**src/sv/assert_macros.svh**
```systemverilog
// assertion macros used by the calendar date stepper top level
`ifndef ASSERT_MACROS_SVH
`define ASSERT_MACROS_SVH

// clocked assertion, disabled while reset is high
`define ASSERT_CLK(lbl, clk, rst, prop) \
   lbl: assert property (@(posedge clk) disable iff (rst) prop) \
      else $error("assertion failed");

// clocked assertion that also holds during reset
`define ASSERT_ALWAYS(lbl, clk, prop) \
   lbl: assert property (@(posedge clk) prop) \
      else $error("assertion failed");

`endif

```
**src/sv/cds_pkg.sv**
```systemverilog
// types, codes and calendar helpers for the calendar date stepper
`default_nettype none

package cds_pkg;

   localparam int unsigned DAY_W   = 5;
   localparam int unsigned MONTH_W = 4;
   localparam int unsigned YEAR_W  = 14;
   localparam int unsigned OP_W    = 3;
   localparam int unsigned STAT_W  = 2;

   // command codes
   localparam logic [OP_W-1:0] OP_LOAD      = 3'd0;
   localparam logic [OP_W-1:0] OP_DAY_INC   = 3'd1;
   localparam logic [OP_W-1:0] OP_DAY_DEC   = 3'd2;
   localparam logic [OP_W-1:0] OP_MONTH_INC = 3'd3;
   localparam logic [OP_W-1:0] OP_MONTH_DEC = 3'd4;
   localparam logic [OP_W-1:0] OP_YEAR_INC  = 3'd5;
   localparam logic [OP_W-1:0] OP_YEAR_DEC  = 3'd6;
   localparam logic [OP_W-1:0] OP_READ      = 3'd7;

   // status codes
   localparam logic [STAT_W-1:0] ST_OK      = 2'd0;
   localparam logic [STAT_W-1:0] ST_BADLOAD = 2'd1;
   localparam logic [STAT_W-1:0] ST_SAT     = 2'd2;

   // one command word as registered at the input
   typedef struct packed {
      logic [OP_W-1:0]    op;
      logic [DAY_W-1:0]   load_day;
      logic [MONTH_W-1:0] load_month;
      logic [YEAR_W-1:0]  load_year;
   } cmd_type;

   // current date plus year residues (year mod 100, century mod 4)
   typedef struct packed {
      logic [DAY_W-1:0]   day;
      logic [MONTH_W-1:0] month;
      logic [YEAR_W-1:0]  year;
      logic [6:0]         m100;
      logic [1:0]         c4;
   } date_type;

   // load check result handed to the step logic
   typedef struct packed {
      logic       ok;
      logic [6:0] m100;
      logic [1:0] c4;
   } load_chk_type;

   // leap year from the low year bits and the residues
   function automatic logic leap_of(logic [1:0] y_lo, logic [6:0] m100, logic [1:0] c4);
      return ((y_lo == 2'd0) && (m100 != 7'd0)) || ((m100 == 7'd0) && (c4 == 2'd0));
   endfunction

   // days in a month
   function automatic logic [DAY_W-1:0] month_len(logic [MONTH_W-1:0] m, logic leap);
      logic [DAY_W-1:0] len;
      if (m == 4'd2) begin
         len = leap ? 5'd29 : 5'd28;
      end else if (m inside {4'd4, 4'd6, 4'd9, 4'd11}) begin
         len = 5'd30;
      end else begin
         len = 5'd31;
      end
      return len;
   endfunction

endpackage

`default_nettype wire

```
**src/sv/cds_load_check.sv**
```systemverilog
// load command check: year residues and date validity of the load fields
`default_nettype none

module cds_load_check #(
   parameter int unsigned MAX_YEAR = 9999
) (
   input  var cds_pkg::cmd_type      cmd,
   output var cds_pkg::load_chk_type chk
);

   localparam logic [cds_pkg::YEAR_W-1:0] MAX_Y = cds_pkg::YEAR_W'(MAX_YEAR);

   logic [26:0]                 prod;
   logic [7:0]                  cent;
   logic [cds_pkg::YEAR_W-1:0]  cent_x100;
   logic [cds_pkg::YEAR_W-1:0]  rem;
   logic                        leap;

   // year / 100 by reciprocal: exact for all 14-bit years
   assign prod = {13'd0, cmd.load_year} * 27'd5243;
   assign cent = prod[26:19];

   // remainder: year - 100 * century
   assign cent_x100 = cds_pkg::YEAR_W'({cent, 6'd0}) + cds_pkg::YEAR_W'({cent, 5'd0})
                    + cds_pkg::YEAR_W'({cent, 2'd0});
   assign rem = cmd.load_year - cent_x100;

   assign leap = cds_pkg::leap_of(cmd.load_year[1:0], rem[6:0], cent[1:0]);

   // validity of month, year and day
   always_comb begin
      chk.m100 = rem[6:0];
      chk.c4   = cent[1:0];
      chk.ok   = (cmd.load_month >= 4'd1) && (cmd.load_month <= 4'd12)
              && (cmd.load_year <= MAX_Y) && (cmd.load_day != 5'd0)
              && (cmd.load_day <= cds_pkg::month_len(cmd.load_month, leap));
   end

endmodule

`default_nettype wire

```
**src/sv/cds_date_step.sv**
```systemverilog
// next-date logic for one command
`default_nettype none

module cds_date_step #(
   parameter int unsigned MAX_YEAR = 9999
) (
   input  var cds_pkg::cmd_type               cmd,
   input  var cds_pkg::load_chk_type          chk,
   input  var cds_pkg::date_type              cur,
   output var cds_pkg::date_type              nxt,
   output var logic                           leap,
   output var logic [cds_pkg::STAT_W-1:0]     status
);

   localparam logic [cds_pkg::YEAR_W-1:0] MAX_Y = cds_pkg::YEAR_W'(MAX_YEAR);

   logic [cds_pkg::YEAR_W-1:0]  year_inc;
   logic [cds_pkg::YEAR_W-1:0]  year_dec;
   logic [6:0]                  m100_inc;
   logic [6:0]                  m100_dec;
   logic [1:0]                  c4_inc;
   logic [1:0]                  c4_dec;
   logic                        leap_cur;
   logic                        leap_inc;
   logic                        leap_dec;
   logic [cds_pkg::MONTH_W-1:0] month_inc;
   logic [cds_pkg::MONTH_W-1:0] month_dec;
   logic                        at_max;
   logic                        at_zero;

   function automatic logic [cds_pkg::DAY_W-1:0] clamp(logic [cds_pkg::DAY_W-1:0] d,
                                                       logic [cds_pkg::DAY_W-1:0] len);
      return (d > len) ? len : d;
   endfunction

   // neighbor years and their residues
   assign year_inc = cur.year + 14'd1;
   assign year_dec = cur.year - 14'd1;
   assign m100_inc = (cur.m100 == 7'd99) ? 7'd0 : cur.m100 + 7'd1;
   assign c4_inc   = cur.c4 + {1'b0, cur.m100 == 7'd99};
   assign m100_dec = (cur.m100 == 7'd0) ? 7'd99 : cur.m100 - 7'd1;
   assign c4_dec   = cur.c4 - {1'b0, cur.m100 == 7'd0};

   assign leap_cur = cds_pkg::leap_of(cur.year[1:0], cur.m100, cur.c4);
   assign leap_inc = cds_pkg::leap_of(year_inc[1:0], m100_inc, c4_inc);
   assign leap_dec = cds_pkg::leap_of(year_dec[1:0], m100_dec, c4_dec);

   assign month_inc = cur.month + 4'd1;
   assign month_dec = cur.month - 4'd1;
   assign at_max    = (cur.year >= MAX_Y);
   assign at_zero   = (cur.year == 14'd0);

   // command decode
   always_comb begin
      nxt    = cur;
      status = cds_pkg::ST_OK;
      case (cmd.op)
         cds_pkg::OP_LOAD: begin
            if (chk.ok) begin
               nxt.day   = cmd.load_day;
               nxt.month = cmd.load_month;
               nxt.year  = cmd.load_year;
               nxt.m100  = chk.m100;
               nxt.c4    = chk.c4;
            end else begin
               status = cds_pkg::ST_BADLOAD;
            end
         end
         cds_pkg::OP_DAY_INC: begin
            if (cur.day < cds_pkg::month_len(cur.month, leap_cur)) begin
               nxt.day = cur.day + 5'd1;
            end else if (cur.month < 4'd12) begin
               nxt.day   = 5'd1;
               nxt.month = month_inc;
            end else if (!at_max) begin
               nxt.day   = 5'd1;
               nxt.month = 4'd1;
               nxt.year  = year_inc;
               nxt.m100  = m100_inc;
               nxt.c4    = c4_inc;
            end else begin
               status = cds_pkg::ST_SAT;
            end
         end
         cds_pkg::OP_DAY_DEC: begin
            if (cur.day > 5'd1) begin
               nxt.day = cur.day - 5'd1;
            end else if (cur.month > 4'd1) begin
               nxt.month = month_dec;
               nxt.day   = cds_pkg::month_len(month_dec, leap_cur);
            end else if (!at_zero) begin
               nxt.day   = 5'd31;
               nxt.month = 4'd12;
               nxt.year  = year_dec;
               nxt.m100  = m100_dec;
               nxt.c4    = c4_dec;
            end else begin
               status = cds_pkg::ST_SAT;
            end
         end
         cds_pkg::OP_MONTH_INC: begin
            if (cur.month < 4'd12) begin
               nxt.month = month_inc;
               nxt.day   = clamp(cur.day, cds_pkg::month_len(month_inc, leap_cur));
            end else if (!at_max) begin
               // january has 31 days, so the day stays
               nxt.month = 4'd1;
               nxt.year  = year_inc;
               nxt.m100  = m100_inc;
               nxt.c4    = c4_inc;
            end else begin
               status = cds_pkg::ST_SAT;
            end
         end
         cds_pkg::OP_MONTH_DEC: begin
            if (cur.month > 4'd1) begin
               nxt.month = month_dec;
               nxt.day   = clamp(cur.day, cds_pkg::month_len(month_dec, leap_cur));
            end else if (!at_zero) begin
               // december has 31 days, so the day stays
               nxt.month = 4'd12;
               nxt.year  = year_dec;
               nxt.m100  = m100_dec;
               nxt.c4    = c4_dec;
            end else begin
               status = cds_pkg::ST_SAT;
            end
         end
         cds_pkg::OP_YEAR_INC: begin
            if (!at_max) begin
               nxt.year = year_inc;
               nxt.m100 = m100_inc;
               nxt.c4   = c4_inc;
               nxt.day  = clamp(cur.day, cds_pkg::month_len(cur.month, leap_inc));
            end else begin
               status = cds_pkg::ST_SAT;
            end
         end
         cds_pkg::OP_YEAR_DEC: begin
            if (!at_zero) begin
               nxt.year = year_dec;
               nxt.m100 = m100_dec;
               nxt.c4   = c4_dec;
               nxt.day  = clamp(cur.day, cds_pkg::month_len(cur.month, leap_dec));
            end else begin
               status = cds_pkg::ST_SAT;
            end
         end
         cds_pkg::OP_READ: begin
            nxt = cur;
         end
         default: begin
            nxt = cur;
         end
      endcase
   end

   // leap flag of the resulting year
   assign leap = cds_pkg::leap_of(nxt.year[1:0], nxt.m100, nxt.c4);

endmodule

`default_nettype wire

```
**src/sv/calendar_date_stepper.sv**
```systemverilog
// top level of the calendar date stepper: input register, date state, result register
`default_nettype none
`include "assert_macros.svh"

// Calendar date stepper. Holds a Gregorian date (reset: 1 January 2000) and
// takes one command word per clock on the req_ channel: load, step day, month
// or year up or down, or read. Every command returns one rsp_ word with the date
// after the command, its leap flag and a status (0 ok, 1 load rejected, 2 year
// limit reached, date unchanged). A command is captured in the input register,
// then applied to the date register once the output register is free or being read,
// and its result word is written to the output register at the same time; a new
// command is taken every cycle while rsp_ready stays high. The year is kept
// with its mod-100 and century-mod-4 residues so leap years need no divider; only
// a load computes the residues, through one small reciprocal multiply.

module calendar_date_stepper #(
   parameter int unsigned MAX_YEAR = 9999
) (
   input  var logic                          clock,
   input  var logic                          reset,
   input  var logic                          req_valid,
   output var logic                          req_ready,
   input  var logic [cds_pkg::OP_W-1:0]      req_op,
   input  var logic [cds_pkg::DAY_W-1:0]     req_load_day,
   input  var logic [cds_pkg::MONTH_W-1:0]   req_load_month,
   input  var logic [cds_pkg::YEAR_W-1:0]    req_load_year,
   output var logic                          rsp_valid,
   input  var logic                          rsp_ready,
   output var logic [cds_pkg::DAY_W-1:0]     rsp_day,
   output var logic [cds_pkg::MONTH_W-1:0]   rsp_month,
   output var logic [cds_pkg::YEAR_W-1:0]    rsp_year,
   output var logic                          rsp_leap,
   output var logic [cds_pkg::STAT_W-1:0]    rsp_status
);

   localparam logic [cds_pkg::YEAR_W-1:0] MAX_Y = cds_pkg::YEAR_W'(MAX_YEAR);

   cds_pkg::cmd_type              cmd_ff;
   logic                          cmd_valid_ff;
   cds_pkg::date_type             date_ff;
   cds_pkg::date_type             date_in;
   cds_pkg::load_chk_type         chk;
   logic                          leap_in;
   logic [cds_pkg::STAT_W-1:0]    status_in;
   logic                          rsp_valid_ff;
   logic [cds_pkg::DAY_W-1:0]     rsp_day_ff;
   logic [cds_pkg::MONTH_W-1:0]   rsp_month_ff;
   logic [cds_pkg::YEAR_W-1:0]    rsp_year_ff;
   logic                          rsp_leap_ff;
   logic [cds_pkg::STAT_W-1:0]    rsp_status_ff;
   logic                          advance;
   logic                          req_take;
   logic                          date_legal;
   logic                          day_fits;

   // pipeline control
   assign advance   = cmd_valid_ff && (!rsp_valid_ff || rsp_ready);
   assign req_ready = !cmd_valid_ff || advance;
   assign req_take  = req_valid && req_ready;

   // input register
   always_ff @(posedge clock) begin
      if (reset) begin
         cmd_valid_ff <= 1'b0;
      end else if (req_take) begin
         cmd_valid_ff <= 1'b1;
      end else if (advance) begin
         cmd_valid_ff <= 1'b0;
      end
   end

   always_ff @(posedge clock) begin
      if (req_take) begin
         cmd_ff.op         <= req_op;
         cmd_ff.load_day   <= req_load_day;
         cmd_ff.load_month <= req_load_month;
         cmd_ff.load_year  <= req_load_year;
      end
   end

   cds_load_check #(.MAX_YEAR(MAX_YEAR)) u_load_check (
      .cmd (cmd_ff),
      .chk (chk)
   );

   cds_date_step #(.MAX_YEAR(MAX_YEAR)) u_date_step (
      .cmd    (cmd_ff),
      .chk    (chk),
      .cur    (date_ff),
      .nxt    (date_in),
      .leap   (leap_in),
      .status (status_in)
   );

   // date state, 2000 has year mod 100 = 0 and century mod 4 = 0
   always_ff @(posedge clock) begin
      if (reset) begin
         date_ff.day   <= 5'd1;
         date_ff.month <= 4'd1;
         date_ff.year  <= 14'd2000;
         date_ff.m100  <= 7'd0;
         date_ff.c4    <= 2'd0;
      end else if (advance) begin
         date_ff <= date_in;
      end
   end

   // result register
   always_ff @(posedge clock) begin
      if (reset) begin
         rsp_valid_ff <= 1'b0;
      end else if (advance) begin
         rsp_valid_ff <= 1'b1;
      end else if (rsp_ready) begin
         rsp_valid_ff <= 1'b0;
      end
   end

   always_ff @(posedge clock) begin
      if (advance) begin
         rsp_day_ff    <= date_in.day;
         rsp_month_ff  <= date_in.month;
         rsp_year_ff   <= date_in.year;
         rsp_leap_ff   <= leap_in;
         rsp_status_ff <= status_in;
      end
   end

   assign rsp_valid  = rsp_valid_ff;
   assign rsp_day    = rsp_day_ff;
   assign rsp_month  = rsp_month_ff;
   assign rsp_year   = rsp_year_ff;
   assign rsp_leap   = rsp_leap_ff;
   assign rsp_status = rsp_status_ff;

   // calendar bounds of the held date
   assign date_legal = (date_ff.month >= 4'd1) && (date_ff.month <= 4'd12)
                    && (date_ff.day >= 5'd1) && (date_ff.year <= MAX_Y)
                    && (date_ff.m100 < 7'd100);
   assign day_fits   = date_ff.day <= cds_pkg::month_len(date_ff.month,
                          cds_pkg::leap_of(date_ff.year[1:0], date_ff.m100, date_ff.c4));

   // date stays within calendar bounds
   `ASSERT_CLK(a_date_legal, clock, reset, date_legal)
   // day never beyond the month length
   `ASSERT_CLK(a_day_fits, clock, reset, day_fits)
   // date only changes when a word is processed
   `ASSERT_CLK(a_date_hold, clock, reset, !advance |=> $stable(date_ff))
   // a rejected or saturated word leaves the date alone
   `ASSERT_CLK(a_err_no_change, clock, reset, (advance && (status_in != cds_pkg::ST_OK)) |=> $stable(date_ff))
   // the result word carries the updated year
   `ASSERT_CLK(a_rsp_year, clock, reset, advance |=> (rsp_year == date_ff.year))

endmodule

`default_nettype wire
```
**config.mk**
```make
export PLATFORM = sky130hd
export DESIGN_NAME = calendar_date_stepper
export DESIGN_NICKNAME = d
export VERILOG_FILES = /design/src/sv/cds_pkg.sv /design/src/sv/cds_load_check.sv /design/src/sv/cds_date_step.sv /design/src/sv/calendar_date_stepper.sv
export VERILOG_INCLUDE_DIRS = /design/src /design/src/sv
export SDC_FILE = /design/constraint.sdc
export NUM_CORES = 1
export LEC_CHECK = 0
export BUFFER_PORTS_ARGS = -buffer_cell sky130_fd_sc_hd__buf_4
export CORE_ASPECT_RATIO = 1.75
export CORE_MARGIN = 4
export CORE_UTILIZATION = 50
export CTS_CLUSTER_DIAMETER = 100
export CTS_CLUSTER_SIZE = 16
export DETAILED_ROUTE_END_ITERATION = 7
export MAX_ROUTING_LAYER = met4
export PLACE_DENSITY = 0.75
export SLEW_MARGIN = 20
export SYNTH_ARGS = -nofsm -noshare
export SYNTH_HDL_FRONTEND = slang
export SYNTH_SLANG_ARGS = --single-unit
```
**constraint.sdc**
```tcl
create_clock -name clock -period 9.45 [get_ports clock]
set_clock_uncertainty 0.2 [all_clocks]
set_input_delay 0 -clock clock [delete_from_list [all_inputs] [get_ports clock]]
set_output_delay 0 -clock clock [all_outputs]
set_load 0.05 [all_outputs]
```
# --- Word-level counts from Yosys, hierarchy flattened ---
# Cells that the tools add are included.
totals:
  wordCells: 192
  out_inout_bits: 28
  register_bits: 86
  input_bits: 30
classes:
  n_lt_le_gt_ge: 13
  eq_ne: 28
  multipliers: 1
  n_addsub: 13
  n_reduce_logical: 54
  mux: 67
op_table:
  columns: ["operator", "count"]
  rows:
  - ["one-hot mux 23 bit (8 select lines)", 1]
  - ["two-way mux 23 bit", 6]
  - ["two-way mux 5 bit", 25]
  - ["two-way mux 27 bit", 4]
  - ["two-way mux 32 bit", 3]
  - ["one-hot mux 5 bit (8 select lines)", 1]
  - ["zero test 7 bit", 5]
  - ["nonzero test 7 bit", 5]
  - ["== test 4 x 3 -> 1 bit (second input constant)", 8]
  - ["== test 4 bit (second input constant)", 8]
  - ["multiplier 14 x 13 -> 24 bit (second input constant)", 1]
  - ["greater-than comparator 5 bit", 4]
  - ["zero test 2 bit", 10]
  - ["one-hot mux 4 bit (5 select lines)", 1]
  - ["two-way mux 9 bit", 2]
  - ["== test 4 x 2 -> 1 bit (second input constant)", 4]
  - ["logical AND 1 bit", 16]
  - ["nonzero test 4 bit", 4]
  - ["adder 14 x 1 -> 14 bit (second input constant)", 1]
  - ["adder 7 bit", 2]
  - [">= comparator 14 bit (second input constant)", 1]
  - ["less-or-equal comparator 14 bit (second input constant)", 1]
  - ["zero test 14 bit", 1]
  - ["two-way mux 7 bit", 2]
  - ["30 further kinds", 60]

# --- Depth between registers and ports, before layout ---
logic_depth:
  depth_word: 16
  ltp_mapped: 39
  depth_no_buf: 38

# --- By module ---
# A second synthesis with hierarchy kept.
hier_totals:
  hier_cells: 1286
  hier_area_um2: 11036.8
by_module_without_submodules:
  columns: ["mod", "instances", "area_each_um2", "cells_per_inst"]
  rows:
  - ["cds_date_step", 1, 4211.5, 674]
  - ["cds_load_check", 1, 3753.6, 411]
  - ["calendar_date_stepper", 1, 3071.7, 201]

# --- Least setup slack after synthesis ---
# No wires, ideal clock.
synth_path:
  path_kind: "register -> register"
  startpoint: "reg cmd_ff[11] (netlist bit)"
  endpoint: "reg rsp_leap_ff, in the netlist rsp_leap, data pin"
  path_slack_ps: 329
  path_buffers: 0
  stages_incl_launch_ff: 37
  t_required_ps: 8986
  arrival_ps: 8657
  path_cell_list: "edfxtp_1 > fa_1 > ha_1 > inv_1 > fa_1 > inv_1 > fa_1 > inv_1 > fa_1 > inv_1 > ha_1 > a21o_1 > a211oi_1 > nand2_1 > o41ai_1 > xnor2_1 > ha_1 > inv_1 > ha_1 > o21a_1 > or2_2 > a21oi_1 > xnor2_1 > xnor2_1 > xnor2_1 > nand2_1 > mux2i_1 > a21oi_1 > ha_1 > a21oi_1 > a211o_1 > o21ai_1 > nand4_2 > or2_4 > a221o_1 > nor4_2 > mux2i_1"
synth_via:
  elab_chain_cells: 16
synth_rtl:
  columns: ["item", "line_no", "rtl"]
  rows:
  - ["start, declared", "calendar_date_stepper.sv:38", "cds_pkg::cmd_type cmd_ff;"]
  - ["multiplier 14 x 13 -> 24 bit", "cds_load_check.sv:20", "assign prod = {13'd0, cmd.load_year} * 27'd5243;"]
  - ["adder 7 bit", "cds_load_check.sv:24", "assign cent_x100 = cds_pkg::YEAR_W'({cent, 6'd0}) + cds_pkg::YEAR_W'({cent, 5'd0})"]
  - ["adder 7 bit", "cds_load_check.sv:25", "+ cds_pkg::YEAR_W'({cent, 2'd0});"]
  - ["subtractor 7 bit", "cds_load_check.sv:26", "assign rem = cmd.load_year - cent_x100;"]
  - ["nonzero test 7 bit or zero test 7 bit (tied branches)", "cds_pkg.sv:53", "return ((y_lo == 2'd0) && (m100 != 7'd0)) || ((m100 == 7'd0) && (c4 == 2'd0));"]
  - ["logical AND 1 bit", "cds_pkg.sv:53", null]
  - ["logical OR 1 bit", "cds_pkg.sv:53", null]
  - ["two-way mux 1 bit", "cds_pkg.sv:60", "len = leap ? 5'd29 : 5'd28;"]
  - ["two-way mux 5 bit", "cds_pkg.sv:59", "if (m == 4'd2) begin"]
  - ["less-or-equal comparator 5 bit", "cds_load_check.sv:36", "&& (cmd.load_day <= cds_pkg::month_len(cmd.load_month, leap));"]
  - ["logical AND 1 bit", "cds_load_check.sv:36", null]
  - ["two-way mux 32 bit *", "cds_date_step.sv:59", "if (chk.ok) begin"]
  - ["one-hot mux 23 bit (8 select lines) *", "cds_date_step.sv:57", "case (cmd.op)"]
  - ["nonzero test 7 bit (tied with other cells)", "cds_pkg.sv:53", null]
  - ["logical AND 1 bit", "cds_pkg.sv:53", null]
  - ["logical OR 1 bit *", "cds_pkg.sv:53", null]
  - ["via leap_in", "calendar_date_stepper.sv:43", "logic leap_in;"]
  - ["end signal, assigned", "calendar_date_stepper.sv:124", "rsp_leap_ff <= leap_in;"]
  - ["end, declared", "calendar_date_stepper.sv:49", "logic rsp_leap_ff;"]
# The timed path passes the listed nets; every way through them passes the cells marked *.
# A chain may end at the register's enable or synchronous reset.

# --- Worst setup path in the final report ---
# Ends and elaborated chain as after synthesis.

==> key figures <==
Setup path
  – CP top delay family: adder cells
  – Worst path slowest cell: fa_1
  – Crit path launch: cmd_ff[11]$_DFFE_PP_
  – Kind of critical path: reg -> reg
  – Startpoint Class: flip-flop
  – CP endpoint kind: flip-flop
  – Crit path largest cell delay: 0.55 ns
  – WP depth: 41
  – R2R Setup Slk: 0.41 ns
  – Reg2Reg Depth: 41
  – WP buf/inv: 9
  – CP max FO: 5
  – Worst path required time: between 9 and 10 ns
  – CP most frequent cell: inv_1
  – Critical Path AT: about 9.0 ns
  – Worst setup endpoint: rsp_leap$_DFFE_PP_
  – R2r startpoint: cmd_ff[11]$_DFFE_PP_
  – Worst R2R End: rsp_leap$_DFFE_PP_

Power
  – Leak pwr: 5.24 nW
  – Peak VDD IR: 380 uV
  – Cell Pwr Density: 263 mW/mm2

Placement
  – Placed inst area: 0.0107 mm2
  – Gpl congestion: 1.01
  – IO Port Bufs: between 50 and 60
  – Post-DP HPWL: 25,600 um
  – Pre-CTS setup slack: -0.134 ns
  – DP Cell Count: 1,401

Synthesis
  – Most frequent cell after synthesis: inv_1
  – Number of synthesized flops with an enable pin: between 50 and 60
  – Post-synth top cells: inv_1, ha_1, nor2_1
  – Yosys warning total: 0
  – Library cells used by synthesis: between 70 and 80
  – Synth Cell Area: 0.00988 mm2
  – FFs w/ async S/R, synth: 0%
  – Cell taking the most area after synthesis: ha_1
  – Synthesis-stage register bit count: 86
  – Mapped Nets: 1,343
  – Sequential fraction of the synthesis area: 22.7%
  – Main flop type after synthesis: edfxtp_1
  – Synth area leaders: ha_1, edfxtp_1, fa_1
  – Avg Cell Area, Syn: just under 9 um2
  – Mapped Cells: 1,120
  – Top-area cell type share of the netlist area: 16.6%

STA
  – Final Max Tran Viols: 0
  – Final Hold Viols: 0
  – Min cycle time layout: approximately 9.0 ns
  – Final cycle utilization of the critical path: 95.6%
  – Endpoints failing setup: 0
  – Max Freq: 0.111 GHz
  – Worst-Margin Slew: 0.973 ns
  – Slew headroom: 34.7%
  – Final worst slack: 0.415 ns
  – Hold slack: 0.158 ns
  – Fin Setup TNS: 0 ns

Drt
  – First drt pass iteration count: 8
  – Via-per-instance ratio: 6.27
  – Initial DRC Count: 927
  – Routed WL: between 30,000 and 40,000 um
  – DR vias: 9,180
  – DR DRC count: 0
  – Wirelength per Cell: between 20 and 25 um
  – DRT antenna net count: 0

Min path
  – Min-Delay Path Class: in -> reg

CTS
  – # clock sinks: 86
  – TritonCTS clock tree: done
  – Worst-Skew Late Latency: between 0.3 and 0.4 ns
  – CTS Buf Count: 9
  – Root buffer cell: clkbuf_16
  – Max H-tree Level: 3
  – Max Root-Sink Buffers: 2
  – Clock Pin Slew Worst Setup and Hold Paths: 0.08 ns

Run status
  – Run status: complete, no violations

GRT
  – Largest net degree at the start of global routing: 48
  – First-pass GRT wire length: 50,200 um
  – Global-route usage over all layers: 30.1%
  – Total grt overflow: 0
  – Vias in the first global route: 9,202
  – Initial antenna violation count: 1

Floorplanning
  – CORE AREA: 0.0193 mm2
  – Row cnt: 67
  – I/O pin cnt: 58
  – Die ar.: 0.0222 mm2
  – Starting Density: 51.2%
  – Die width: 114 um
  – Die span in y: 194 um

Final layout
  – Share of layout cells above drive strength 1: 13.7%
  – Layout area overhead: 17.2%
  – Fin area: 0.0116 mm2
  – Final nets: 1,441
  – Final std cells w/o fill: 1,465

Flow run
  – Number of max-cap violations: 0
-- cell usage in the layout (no fill, tap or decap), types with 5 or more instances in the layout --
| cell | n |
|---|---|
| a211o_1 | 11 |
| o22ai_1 | 8 |
| nor2b_1 | 6 |
| or2_2 | 5 |
| a21oi_1 | 49 |
| clkbuf_16 | 9 |
| o21ai_0 | 43 |
| xnor2_1 | 23 |
| and2_1 | 12 |
| or3_1 | 7 |
| nand4_1 | 13 |
| ha_1 | 127 |
| dlygate4sd3_1 | 32 |
| o21a_1 | 9 |
| nor3_1 | 27 |
| o21ai_1 | 5 |
| buf_4 | 103 |
| xor2_1 | 5 |
| a31oi_1 | 5 |
| o221ai_1 | 5 |
| nor2_1 | 81 |
| a221o_1 | 7 |
| a211oi_1 | 21 |
| edfxtp_1 | 52 |
| nand2b_1 | 18 |
| mux2i_1 | 11 |
| a21o_1 | 14 |
| nor4_1 | 10 |
| dfxtp_1 | 34 |
| nand2_1 | 65 |
| or4_1 | 6 |
| o211ai_1 | 14 |
| fa_1 | 60 |
| a221oi_1 | 7 |
| o211a_1 | 11 |
| inv_1 | 154 |
| nand3_1 | 27 |
| nor4b_1 | 5 |
| and3_1 | 11 |
-- logic make-up (layout without fill, tap and decap cells) --
logic type / after synthesis / count (layout) / share of synthesized area [%]
fa+ha+maj: 193 / 193 / 29.2
mux: 11 / 11 / 1.11
xor+xnor: 30 / 30 / 2.80
simple gates: 316 / 316 / 16.3
buf+inv: 209 / 312 / 7.94
compound gates: 275 / 275 / 20.0
other cells: 0 / 1 / 0
flops: 86 / 86 / 22.7
-- layer usage --
layer | track usage [%] | routed length [um]
met1 | 28.5 | 10300
met2 | 55.3 | 17900
met3 | 2.97 | 1490
met4 | 21.2 | 2690
met5 | - | 0
-- state kept, by name, summed over array words and instances, names as in the netlist --
register	cells
rsp_status	2
rsp_valid	1
cmd_ff	26
rsp_year	14
date_ff	32
rsp_day	5
cmd_valid_ff	1
rsp_leap	1
rsp_month	4
-- worst reg2reg max path: cells and delay by family, from the launching register on --
kind | cells | cell delay [ns]
xor+xnor | 4 | 0.64
simple gates | 5 | 0.86
flops | 1 | 0.47
mux | 2 | 0.28
compound gates | 12 | 2.11
buf+inv | 9 | 0.96
fa+ha+maj | 9 | 3.29
-- through the flow --
stage / power [mW] / util [%]
after floorplan: 1.83 / -
after global placement: 2.38 / 55.4
after detailed placement: 2.42 / 55.4
after CTS: 2.90 / 58.9
after global routing: 3.30 / 60.0
final: 3.05 / 60.0
-- final cells by class --
class,count,area (um2)
Sequential cell,86,2240
Timing Repair Buffer,139,1150
Multi-Input combinational cell,825,6980
Antenna cell,1,2.50
Fill cell,1699,7710
Tap cell,241,302
Clock inverter,7,80.1
Clock buffer,9,225
Inverter,157,589
-- report_power, final --
group / total [mW] / internal [mW] / switching [mW] / leakage, nW
clock network: 0.368 / 0.188 / 0.181 / 0.145
logic: 2.20 / 1.02 / 1.18 / 4.31
registers: 0.478 / 0.431 / 0.0478 / 0.780
total: 3.05 / 1.64 / 1.40 / 5.24
-- what timing repair did --
item,in CTS,in global routing
pin swaps,2,26
setup buffers,2,13
endpoints found under the setup margin,2,28
resized for setup,4,22
endpoints found under the hold margin,52,0
hold buffers,32,0
-- worst min-delay path by stage --
stage | start | to | slack, ns | cells after the start
3_5_place_dp | req_load_day[3] | cmd_ff[21]$_DFFE_PP_ | -0.02 | 1
5_1_grt | req_op[2] | cmd_ff[25]$_DFFE_PP_ | 0.16 | 2
2_1_floorplan | req_load_year[0] | cmd_ff[0]$_DFFE_PP_ | -0.10 | 0
3_3_place_gp | req_load_day[1] | cmd_ff[19]$_DFFE_PP_ | -0.02 | 1
4_1_cts | req_load_year[6] | cmd_ff[6]$_DFFE_PP_ | 0.14 | 2
6_report | req_op[2] | cmd_ff[25]$_DFFE_PP_ | 0.16 | 2
Note: power is estimated with default switching activity, not from simulation.
